File: src/hdl/fbe_pkg.sv
package fbe_pkg;

    localparam int FRAC_BITS = 16;
    localparam int WORD_BITS = 32;
    localparam int DATA_W    = 32;
    localparam int LAM_W     = 17;
    localparam int RAD_W     = 2 * DATA_W;
    localparam int ROOT_W    = RAD_W / 2;
    localparam int NUM_W     = DATA_W + FRAC_BITS;
    localparam int PHI_NUM_W = 2 * DATA_W;
    localparam int PHI_DEN_W = DATA_W + 2;
    localparam int QUOT_W    = DATA_W + 1;
    localparam int PENQ_W    = 2 * DATA_W - 2 - FRAC_BITS;
    localparam int PHI_W     = DATA_W + 3;
    localparam int ACC_W     = 54;

    localparam logic [LAM_W-1:0] LAM_ONE = LAM_W'(1) << 16;

    localparam logic signed [ACC_W-1:0] SAT_HI =
        {{(ACC_W - WORD_BITS + 1){1'b0}}, {(WORD_BITS - 1){1'b1}}};
    localparam logic signed [ACC_W-1:0] SAT_LO = ~SAT_HI;

    // Travels with the radicand through the square-root pipe
    typedef struct packed {
        logic [NUM_W-1:0]         num1;
        logic [NUM_W-1:0]         num2;
        logic                     neg1;
        logic                     neg2;
        logic                     kink;
        logic signed [DATA_W:0]   sum;
        logic [PHI_NUM_W-1:0]     ab2;
        logic                     phi_neg;
        logic [PENQ_W-1:0]        penq;
        logic signed [DATA_W-1:0] a;
        logic signed [DATA_W-1:0] b;
        logic                     pos_both;
    } fbe_sq_side_t;

    typedef struct packed {
        logic [RAD_W-1:0] rad;
        fbe_sq_side_t     side;
    } fbe_item_t;

    // Travels with the quotient through the divider pipe
    typedef struct packed {
        logic                     kink;
        logic                     sum_pos;
        logic                     phi_neg;
        logic signed [PHI_W-1:0]  phi_small;
        logic [PENQ_W-1:0]        penq;
        logic signed [DATA_W-1:0] a;
        logic signed [DATA_W-1:0] b;
        logic                     pos_both;
    } fbe_dv_side_t;

    typedef struct packed {
        logic              clip;
        logic [DATA_W-1:0] val;
    } fbe_sat_t;

    function automatic fbe_sat_t saturate(input logic signed [ACC_W-1:0] v);
        fbe_sat_t res;
        logic signed [ACC_W-1:0] lim;
        lim = v;
        res.clip = 1'b0;
        if (v > SAT_HI)
        begin
            lim = SAT_HI;
            res.clip = 1'b1;
        end
        else if (v < SAT_LO)
        begin
            lim = SAT_LO;
            res.clip = 1'b1;
        end
        res.val = lim[DATA_W-1:0];
        return res;
    endfunction

endpackage

File: src/hdl/fbe_queue.sv
module fbe_queue import fbe_pkg::*; #(
    parameter int DEPTH = 4
) (
    input  logic      clk,
    input  logic      rst_n,
    input  logic      push,
    input  fbe_item_t push_item,
    output logic      full,
    input  logic      pop,
    output fbe_item_t pop_item,
    output logic      empty
);

    localparam int PTR_W = (DEPTH > 1) ? $clog2(DEPTH) : 1;
    localparam int CNT_W = $clog2(DEPTH + 1);

    fbe_item_t        item_mem [0:DEPTH-1];
    logic [PTR_W-1:0] wptr_reg, rptr_reg;
    logic [CNT_W-1:0] cnt_reg;

    function automatic logic [PTR_W-1:0] wrap_inc(input logic [PTR_W-1:0] p);
        return (p == PTR_W'(DEPTH - 1)) ? '0 : p + 1'b1;
    endfunction

    assign full     = cnt_reg == CNT_W'(DEPTH);
    assign empty    = cnt_reg == '0;
    assign pop_item = item_mem[rptr_reg];

    always_ff @(posedge clk or negedge rst_n)
    begin
        if (!rst_n)
        begin
            wptr_reg <= '0;
            rptr_reg <= '0;
            cnt_reg  <= '0;
        end
        else
        begin
            if (push)
            begin
                wptr_reg <= wrap_inc(wptr_reg);
            end
            if (pop)
            begin
                rptr_reg <= wrap_inc(rptr_reg);
            end
            if (push && !pop)
            begin
                cnt_reg <= cnt_reg + 1'b1;
            end
            else if (pop && !push)
            begin
                cnt_reg <= cnt_reg - 1'b1;
            end
        end
    end

    always_ff @(posedge clk)
    begin
        if (push)
        begin
            item_mem[wptr_reg] <= push_item;
        end
    end

endmodule

File: config.mk
export PLATFORM = sky130hd
export DESIGN_NAME = fbe_queue
export DESIGN_NICKNAME = d
export VERILOG_FILES = /design/src/hdl/fbe_pkg.sv /design/src/hdl/fbe_queue.sv
export SDC_FILE = /design/constraint.sdc
export NUM_CORES = 1
export LEC_CHECK = 0
export BUFFER_PORTS_ARGS = -buffer_cell sky130_fd_sc_hd__buf_4
export CAP_MARGIN = 25
export CORE_MARGIN = 8
export CORE_UTILIZATION = 35
export DETAILED_ROUTE_END_ITERATION = 10
export MAX_ROUTING_LAYER = met4
export PLACE_DENSITY = 0.56
export SYNTH_ARGS = -nofsm -noshare
export SYNTH_HDL_FRONTEND = slang
export SYNTH_SLANG_ARGS = --single-unit
File: constraint.sdc
create_clock -name clk -period 13.4 [get_ports clk]
set_input_delay 1.34 -clock clk [delete_from_list [all_inputs] [get_ports clk]]
set_output_delay 1.34 -clock clk [all_outputs]
set_load 0.05 [all_outputs]
# Word-level counts from Yosys, hierarchy flattened
# Memory sizes are Yosys's and may differ from the RTL's.
# Cells that the tools add are included.
dict set report op_classes {
  muxes 6
  reduce_logical 6
  n_eq_ne 3
  n_addsub 4
}
# op n
set op_table {}
lappend op_table {{3-bit 2-to-1 mux} 2}
lappend op_table {{2-bit by 1-bit adder with 2-bit output, second input constant} 2}
lappend op_table {{2-bit equality test, second input constant} 2}
lappend op_table {{2-bit 2-to-1 mux} 2}
lappend op_table {{3-bit by 1-bit adder with 3-bit output, second input constant} 1}
lappend op_table {{3-bit equality test, second input constant} 1}
lappend op_table {{3-bit logical NOT} 1}
lappend op_table {{3-bit by 1-bit subtractor with 3-bit output, second input constant} 1}
lappend op_table {{1-bit logical AND} 2}
lappend op_table {{1-bit logical NOT} 2}
lappend op_table {{1-bit 2-to-1 mux} 2}
lappend op_table {{2-bit nonzero test} 1}
dict set report totals {
  output_inout_bits 374
  regBits 7
  memories 1
  inputBits 376
  mem_bits_rw 1488
  wordCells 23
}
# name words word_bits rd rd_ports_with_merged_regs write_ports line
set memory_table {}
lappend memory_table {item_mem 4 372 1 0 1 fbe_queue.sv:17} ;# fbe_item_t item_mem [0:DEPTH-1];

# Longest topological paths before layout
# Gate-level depths: netlist of the first run.
dict set report logic_depth {
  depth_word 4
  depth_mapped 7
  ltp_nobuf 7
}

# Least setup slack after synthesis of the first run
# No wires, ideal clock.
dict set report synth_timing {
  path_type {input-to-reg}
  start {in push}
  end {mem item_mem[0][0] in the netlist's numbering (enable)}
  arrival_ps 9711
  n_path_buf 0
  setup_time_ps 781
  setup_slack_ps 2908
  stages 1
  t_required_ps 12619
  cell_sequence {and2_1}
}
dict set report synth_between {
  elab_chain_cells 2
}
# item line
set synth_rtl {}
lappend synth_rtl {{from (decl)} fbe_queue.sv:6} ;# input logic push,
lappend synth_rtl {{1-bit 2-to-1 mux} fbe_queue.sv:60} ;# if (push)
lappend synth_rtl {{1-bit 2-to-1 mux (implied by the code)} fbe_queue.sv:62} ;# item_mem[wptr_reg] <= push_item;
lappend synth_rtl {{to (decl)} fbe_queue.sv:17}
# No other way between the ends.

==> results of run 1 <==
[cell type report]
type	instances	area, sq um	area share [%]
multi-input combinational	398	8610	12.8
clock buffer	206	4240	6.32
sequential	1495	44900	66.9
clock inverter	77	711	1.06
inverter	4	15.0	0.0224
timing repair buffer	782	6010	8.96
tap	2044	2560	3.81
antenna	22	55.1	0.0821
[synthesized netlist by cell type]
library cell     n
buf_4            1
nor3_1           1
nor3b_1          1
clkbuf_1         2
ha_1             6
nor2_1           3
edfxtp_1      1488
nand2_1          2
xnor2_1          1
buf_6            8
xor2_1           2
o21ai_0          2
mux4_2         372
mux2_2           3
inv_1            4
and2_1           4
fa_1             1
dfrtp_1          7
buf_2           40
buf_12          33
[stage by stage]
stage	util (%)	setup WS (ps)	power, W
2_1_floorplan	-	2910	0.0115
3_3_place_gp	40.2	7660	0.0131
3_5_place_dp	40.2	7650	0.0132
4_1_cts	43.4	6760	0.0174
5_1_grt	43.5	6560	0.0177
6_report	43.5	7120	0.0171
[power breakdown]
group          switching, W  total, W  internal, W
combinational       0.00454   0.00671      0.00218
clock               0.00176   0.00416      0.00240
sequential         0.000219   0.00621      0.00599
[cells by family after synthesis]
| kind of cell | Yosys count |
|---|---|
| simple gates | 11 |
| flops | 1495 |
| mux | 375 |
| xor+xnor | 3 |
| buf+inv | 88 |
| compound gates | 2 |
| fa+ha+maj | 7 |
[worst min-delay path by stage]
stage,from,endpoint,slack (ps)
2_1_floorplan,cnt_reg[2],cnt_reg[2],460
3_3_place_gp,cnt_reg[2],cnt_reg[2],480
3_5_place_dp,cnt_reg[2],cnt_reg[2],480
4_1_cts,rst_n,cnt_reg[0],290
5_1_grt,rst_n,cnt_reg[0],300
6_report,rst_n,cnt_reg[1],380
[routing by layer]
metal / wire length [microns] / GRT usage [%] / up-vias
li1: - / - / 10400
met1: 49200 / 17.9 / 13100
met2: 67400 / 25.9 / 727
met3: 10300 / 5.42 / 171
met4: 2510 / 4.05 / 0
met5: 0 / - / -
[cells in the final DEF, fill, tap and decap left out, types with 2 or more instances in the layout]
| cell type | n |
|---|---|
| mux4_2 | 372 |
| edfxtp_1 | 1488 |
| clkinv_2 | 27 |
| clkbuf_8 | 2 |
| clkinvlp_4 | 3 |
| inv_6 | 6 |
| clkbuf_1 | 42 |
| clkinv_4 | 2 |
| ha_1 | 6 |
| nand2_1 | 2 |
| and2_4 | 4 |
| dfrtp_4 | 2 |
| inv_8 | 2 |
| nor2_1 | 3 |
| clkinv_16 | 3 |
| buf_16 | 3 |
| buf_4 | 773 |
| xor2_1 | 2 |
| clkinv_1 | 24 |
| mux2_2 | 3 |
| diode_2 | 22 |
| o21ai_0 | 2 |
| bufinv_16 | 8 |
| dfrtp_1 | 5 |
| inv_16 | 2 |
| buf_12 | 6 |
| clkbuf_16 | 162 |
| inv_1 | 4 |
==> flow_summary_export.csv, run 1 <==
group,metric,value,unit
route,vias,24400,
worst_setup_path,r2r-start,"wptr_reg[0]",
worst_setup_path,crit_arrival,4940,ps
logic_synthesis,syn-num-nets,2364,
global_routing,grt_pass1_vias,26500,
floorplan,die_x,410,microns
sta,rsz0062_at_grt,"no",
logic_synthesis,ys_seq_elements,1495,
sta,fin_crit_sh,46.9,%
floorplan,coreArea,0.154,sq mm
flow_run,drv_cap,0,
place,io_buffers,749,
sta,hold_viol,0,
logic_synthesis,synth_compound_area_share,0.0184,%
logic_synthesis,synth.cell_area,0.0544,sq mm
place,dp_hpwl,84.6,mm
place,detailed_place.area,0.0620,sq mm
clock_tree,cts_buffers,159,
route,avgViaCountPerCell,4.86,
logic_synthesis,netlist_top_cells_area,"edfxtp_1 (82%), mux4_2 (15%), buf_12 (1.2%)",
sta,setup_viol,0,
clock_tree,clk_pin_slew_worst_paths,60,ps
place,dp_cells,4721,
worst_setup_path,slowest_delay,910,ps
worst_setup_path,crit_start,"rptr_reg[0]",
route,wl_per_cell,25.8,microns
global_routing,grt_pass1_wl,188,mm
sta,slew_viol_final,0,
run_status,status,"complete, no violations",
route,firstDrtPassIters,5,
logic_synthesis,avgSynthCellArea,27.5,sq um
finish,syn_to_final_growth,23.2,%
sta,worstMarginPinSlew,1160,ps
worst_setup_path,cp_slowest_cell,"dfrtp_4",
worst_setup_path,crit_path_max_fanout,41,
floorplan,die_h,410,microns
global_routing,grt_usage,15.5,%
worst_setup_path,rr_worst_depth,5,
logic_synthesis,synthCells,1981,
sta,fin_crit,6280,ps
route,drc_errors,0,
clock_tree,cts_setup_buffers,0,
worst_setup_path,required,12060,ps
global_routing,grt_max_degree,148,
global_routing,gr-total-overflow,0,
clock_tree,clk_path_buf_depth,3,
sta,finalSetupTns,0,ps
logic_synthesis,ys_types,20,
sta,relSlewSlack,22.7,%
worst_setup_path,r2r_slack,9240,ps
worst_setup_path,timing.critical_path.mode_cell,"buf_4",
clock_tree,cts_sinks,1495,
logic_synthesis,synth_top_area_share,82.1,%
finish,instances_no_fill,5028,
worst_setup_path,cp.depth,5,
floorplan,die-area,0.168,sq mm
finish,finish.instance_area,0.0671,sq mm
sta,fmax,159,MHz
route,routed_wl,130,mm
worst_setup_path,cp_cell_sequence,"buf_4, buf_4, buf_4, mux4_2, buf_4",
finish,drive_gt1_share,46.6,%
worst_setup_path,crit_buf_inv,4,
clock_tree,cts_tree,"yes",
clock_tree,cts_root_buf,"clkbuf_16",
global_routing,antenna_found_initial,22,
worst_setup_path,rr_endpoint,"item_mem[3][245]",
clock_tree,htree_levels,4,
sta,timing.hold.ws,382,ps
worst_setup_path,setup.worst_path.end,"pop_item[283]",
logic_synthesis,ys.warnings.count,0,
logic_synthesis,synth_top_family_by_area,"multiplexers",
clock_tree,ctsResizeCount,0,
sta,clock_skew,26.0,ps
floorplan,start_util,35.3,%
finish,nFillCells,13200,
worst_setup_path,worst_setup_path_start_kind,"flip-flop",
logic_synthesis,synth-xor-area-share,0.0483,%
finish,layout.nets,3223,
worst_setup_path,crit_type,"reg2out",
route,drt-initial-drc-count,1701,
clock_tree,clk_latency,770,ps
logic_synthesis,synth_simple_gate_area_share,0.103,%
hold_path,hold_path.class,"in2async",
finish,largest_register_ff_count,1488,
power_and_ir_drop,leakage,22.4,nW
power_and_ir_drop,powerDensity,255,mW/mm^2
clock_tree,holdBufCountCts,0,
logic_synthesis,ys_seq_area_share,82.4,%
worst_setup_path,cp-end-kind,"primary output",
floorplan,rows,144,
logic_synthesis,synth_top_cell_by_area,"edfxtp_1",
route,ant_nets,0,
logic_synthesis,muxShareOfSynthArea,15.5,%
place,gp_congestion,0.773,
floorplan,ios,750,
worst_setup_path,cpLargestDelayFamily,"buffers and inverters",
logic_synthesis,synthAdderAreaFrac,0.175,%
power_and_ir_drop,vdd_drop_max,0.182,mV
(Power assumes the default switching activity.)
==> inputs of run 2 (changes only) <==
==> constraint.sdc (replaced) <==
create_clock -name clk -period 6.2 [get_ports clk]
set_input_delay 0.62 -clock clk [delete_from_list [all_inputs] [get_ports clk]]
set_output_delay 0.62 -clock clk [all_outputs]
set_load 0.05 [all_outputs]
==> flow_summary_export.csv, run 2 (same netlist as run 1, synthesis figures left out) <==
group,metric,value,unit
run_status,status,"complete, no violations",
global_routing,grt_pass1_vias,28200,
clock_tree,cts_setup_buffers,0,
sta,relSlewSlack,9.53,%
finish,largest_register_ff_count,1488,
sta,setup_viol,0,
floorplan,start_util,35.3,%
finish,drive_gt1_share,41.5,%
clock_tree,cts_root_buf,"clkbuf_16",
floorplan,die_h,410,microns
route,dr.max_layer_used,"met4",
route,avgViaCountPerCell,4.78,
worst_setup_path,cp_cell_sequence,"buf_4, mux4_2, buf_4",
finish,layout.nets,3557,
worst_setup_path,worst_setup_path_start_kind,"flip-flop",
place,gp_congestion,0.754,
global_routing,gr-total-overflow,0,
route,drt-initial-drc-count,1530,
clock_tree,ctsResizeCount,0,
route,wl_met1,49.6,mm
power_and_ir_drop,powerDensity,525,mW/mm^2
finish,final_cell_mix,"edfxtp_1 (1488), buf_4 (764), mux4_2 (372)",
worst_setup_path,slowest_delay,980,ps
route,firstDrtPassIters,5,
clock_tree,cts_sinks,1495,
flow_run,drv_cap,0,
global_routing,antenna_found_initial,37,
worst_setup_path,timing.critical_path.mode_cell,"buf_4",
hold_path,hold_path.class,"in2reg",
route,drc_errors,0,
route,dr_wl_met3,11.4,mm
sta,clock_skew,31.1,ps
clock_tree,clk_latency,760,ps
route,ant_nets,0,
finish,instances_no_fill,5372,
sta,worstMarginPinSlew,1360,ps
sta,fmax,250,MHz
worst_setup_path,required,5580,ps
hold_path,min_to,"item_mem[0][18]",
place,dp_slack,2850,ps
worst_setup_path,cp_slowest_cell,"dfrtp_4",
worst_setup_path,crit_path_max_fanout,40,
hold_path,min_from,"push_item[18]",
power_and_ir_drop,vdd_drop_max,0.558,mV
clock_tree,htree_levels,4,
power_and_ir_drop,power,0.0370,W
worst_setup_path,crit_arrival,3380,ps
route,wl_per_cell,23.6,microns
sta,slew_viol_final,0,
floorplan,rows,144,
finish,mostFrequentLayoutCell,"edfxtp_1",
power_and_ir_drop,leakage,23.8,nW
worst_setup_path,r2r-start,"wptr_reg[0]",
clock_tree,holdBufCountCts,338,
hold_path,hold_depth,1,
worst_setup_path,crit_type,"reg2out",
floorplan,ios,750,
worst_setup_path,r2r_slack,3480,ps
sta,fin_crit_sh,64.6,%
worst_setup_path,rr_endpoint,"item_mem[2][75]",
finish,syn_to_final_growth,29.5,%
place,io_buffers,749,
worst_setup_path,rr_worst_depth,4,
global_routing,grt_max_degree,148,
floorplan,die_x,410,microns
sta,rsz0062_at_grt,"no",
global_routing,grt_pass1_wl,187,mm
sta,fin_crit,4000,ps
clock_tree,cts_tree,"yes",
floorplan,die-area,0.168,sq mm
finish,final_core_util,45.7,%
sta,finalSetupTns,0,ps
global_routing,grt_usage,15.2,%
clock_tree,cts_buffers,157,
finish,nFillCells,12900,
clock_tree,clk_pin_slew_worst_paths,60,ps
route,dr_wl_met2,63.1,mm
sta,hold_viol,0,
clock_tree,clk_path_buf_depth,3,
route,routed_wl,127,mm
route,vias,25700,
worst_setup_path,cp-end-kind,"primary output",
place,dp_cells,4721,
place,dp_hpwl,80.4,mm
sta,setup_ws,2200,ps
floorplan,coreArea,0.154,sq mm
-- run 2: changes by cell type in the layout (fill, tap and decap cells not counted), moves of 3 or more --
| cell | previous run | this run |
|---|---|---|
| buf_12 | 6 | 15 |
| buf_4 | 773 | 764 |
| diode_2 | 22 | 41 |
| clkinv_1 | 24 | 33 |
| inv_6 | 6 | 3 |
| dlygate4sd3_1 | 0 | 338 |
| clkinv_2 | 27 | 17 |
| clkbuf_1 | 42 | 37 |
-- run 2: critical path: cells and delay by family (launching register included) --
family | cells | cell delay, ps
muxes | 1 | 630
DFF | 1 | 980
buffers and inverters | 2 | 930
-- run 2: layout make-up --
class / instances / area, sq um / area share [%]
sequential: 1495 / 44900 / 63.7
timing repair buffer: 1118 / 9450 / 13.4
multi-input combinational: 398 / 8610 / 12.2
clock buffer: 198 / 4170 / 5.91
tap: 2044 / 2560 / 3.63
clock inverter: 74 / 722 / 1.02
antenna: 41 / 103 / 0.146
inverter: 4 / 15.0 / 0.0213
-- run 2: where the power goes --
| part | switching (W) | leakage, nW | internal (W) |
|---|---|---|---|
| combinational | 0.00986 | 7.69 | 0.00489 |
| clock | 0.00371 | 2.37 | 0.00517 |
| sequential | 0.000398 | 13.7 | 0.0130 |
-- run 2: worst max-delay path by stage --
stage / from / endpoint / slack [ps] / cells past startpoint
finish: rptr_reg[0] / pop_item[122] / 2200 / 3
global placement: rptr_reg[0] / pop_item[94] / 2870 / 3
global route: rptr_reg[0] / pop_item[94] / 1850 / 3
detailed placement: rptr_reg[0] / pop_item[133] / 2850 / 3
floorplan: push / item_mem[3][0] / 570 / 1
CTS: rptr_reg[0] / pop_item[133] / 1960 / 3
-- run 2: stage by stage --
stage	hold slack (ps)	cell area, sq um
after global routing	12.5	70500
after CTS	0.0885	70400
after floorplan	324	54400
final	79.9	70500
after detailed placement	470	62100
after global placement	468	62100
-- run 2: metal layers --
metal	vias up	track usage (%)
li1	11100	-
met1	13600	17.7
met2	787	24.6
met3	184	6.05
met4	0	4.01
met5	-	-
==> inputs of run 3 (changes only) <==
==> constraint.sdc (replaced) <==
create_clock -name clk -period 3.9 [get_ports clk]
set_input_delay 0.39 -clock clk [delete_from_list [all_inputs] [get_ports clk]]
set_output_delay 0.39 -clock clk [all_outputs]
set_load 0.05 [all_outputs]
==> flow_summary_export.csv, run 3 (same netlist as run 1, synthesis figures left out) <==
group,metric,value,unit
run_status,status,"complete, no violations",
sta,relSlewSlack,34.1,%
clock_tree,cts_buffers,155,
sta,finalSetupTns,0,ps
global_routing,antenna_found_initial,33,
clock_tree,cts_root_buf,"clkbuf_16",
floorplan,ios,750,
flow_run,drv_cap,0,
floorplan,die_x,410,microns
route,avgViaCountPerCell,4.75,
place,dp_slack,1340,ps
finish,multi_input_area,0.00861,sq mm
route,drt-initial-drc-count,1628,
clock_tree,htree_levels,4,
worst_setup_path,timing.critical_path.mode_cell,"buf_4",
worst_setup_path,crit_arrival,2870,ps
finish,drive_gt1_share,42.2,%
clock_tree,clk_latency,780,ps
clock_tree,ctsResizeCount,0,
route,vias,25900,
finish,mostFrequentLayoutCell,"edfxtp_1",
global_routing,gr-total-overflow,0,
hold_path,hold_path.class,"in2reg",
power_and_ir_drop,powerDensity,832,mW/mm^2
sta,clock_skew,33.1,ps
clock_tree,cts_sinks,1495,
finish,largest_register_ff_count,1488,
sta,rsz0062_at_grt,"no",
route,wl_met1,50.6,mm
sta,worstMarginPinSlew,988,ps
worst_setup_path,slowest_delay,670,ps
finish,layout.nets,3648,
global_routing,grt_max_degree,98,
worst_setup_path,cpLargestDelayFamily,"buffers and inverters",
sta,setup_ws,640,ps
floorplan,die_h,410,microns
floorplan,start_util,35.3,%
place,detailed_place.area,0.0628,sq mm
finish,final_core_util,46.4,%
worst_setup_path,crit_buf_inv,3,
place,dp_hpwl,86.9,mm
worst_setup_path,worst_setup_path_start_kind,"flip-flop",
sta,fmax,307,MHz
floorplan,rows,144,
route,ant_nets,0,
sta,fin_crit,3260,ps
power_and_ir_drop,vdd_drop_max,0.645,mV
worst_setup_path,cp_slowest_cell,"dfrtp_4",
global_routing,grt_pass1_vias,28800,
route,wl_per_cell,23.7,microns
route,drc_errors,0,
worst_setup_path,cp_cell_sequence,"buf_12, buf_4, mux4_2, buf_4",
global_routing,grt_pass1_wl,192,mm
clock_tree,clk_path_buf_depth,3,
route,routed_wl,130,mm
worst_setup_path,crit_path_max_fanout,24,
finish,nFillCells,12800,
global_routing,grt_usage,15.6,%
worst_setup_path,crit_type,"reg2out",
place,io_buffers,749,
route,firstDrtPassIters,5,
clock_tree,clk_pin_slew_worst_paths,70,ps
worst_setup_path,rr_worst_depth,4,
sta,setup_viol,0,
place,gp_congestion,0.805,
worst_setup_path,required,3510,ps
route,dr_wl_met3,10.9,mm
finish,final_cell_mix,"edfxtp_1 (1488), buf_4 (799), dlygate4sd3_1 (376)",
sta,hold_viol,0,
hold_path,hold_depth,2,
finish,syn_to_final_growth,31.6,%
route,dr.max_layer_used,"met4",
sta,slew_viol_final,0,
place,dp_cells,4776,
route,dr_wl_met2,65.3,mm
floorplan,die-area,0.168,sq mm
clock_tree,cts_tree,"yes",
finish,regArea,0.0449,sq mm
finish,finish.instance_area,0.0716,sq mm
finish,instances_no_fill,5467,
power_and_ir_drop,leakage,24.4,nW
worst_setup_path,cp-end-kind,"primary output",
sta,fin_crit_sh,83.6,%
floorplan,coreArea,0.154,sq mm
worst_setup_path,cp.depth,4,
==> run 3: cell count changes in the layout (fill, tap and decap cells not counted), sizes merged <==
cell / previous run / this run
bufinv: 10 / 12
clkbuf: 198 / 194
clkinvlp: 2 / 0
inv: 9 / 14
diode: 41 / 36
buf: 780 / 835
dlygate4sd3: 338 / 376
clkinv: 57 / 63
==> run 3: per-stage QoR <==
stage | hold slack [ps] | power, W
after floorplan | 94.4 | 0.0386
after global placement | 208 | 0.0454
after detailed placement | 212 | 0.0457
after CTS | 284 | 0.0606
after global routing | 305 | 0.0619
final | 350 | 0.0596
==> run 3: worst register-to-register path: stages, from the launching register on <==
cell     delay [ps]
dfrtp_1         400
inv_1           100
ha_1            140
and2_4          780
buf_4           480
==> run 3: metal layers <==
layer  up-vias  GRT usage [%]
met1     13600           18.4
li1      11300              -
met3       181           5.48
met2       855           25.5
met5         -              -
met4         0           4.25
==> run 3: where the power goes <==
group | internal, W | leakage [nW] | switching (W) | total, W
Sequential | 0.0206 | 13.7 | 0.000638 | 0.0212
Clock | 0.00831 | 2.45 | 0.00607 | 0.0144
Combinational | 0.00813 | 8.20 | 0.0159 | 0.0240
Total | 0.0370 | 24.4 | 0.0226 | 0.0596
==> run 3: final cells by class <==
class	count	share of cell area [%]
flip-flops and latches	1495	62.6
repair buffers	1211	14.6
multi-input cells	398	12.0
clock buffers	194	5.71
well taps	2044	3.57
clock inverters	85	1.28
diodes	36	0.126
inverters	4	0.0210
==> run 3: final timing paths <==
kind,end,start,slack [ps]
max in group asynchronous,rptr_reg[0],rst_n,2950
min,item_mem[3][102],push_item[102],350
max,pop_item[91],rptr_reg[0],640
max reg2reg,item_mem[1][14],wptr_reg[1],1670
min in group asynchronous,cnt_reg[0],rst_n,670
min reg2reg,cnt_reg[2],cnt_reg[2],520
==> run 3: timing repair <==
action | 4_1_cts | 5_1_grt
hold buffers | 376 | 0
setup buffers | 0 | 0
hold endpoints to repair | 1499 | 0
setup endpoints to repair | 0 | 0
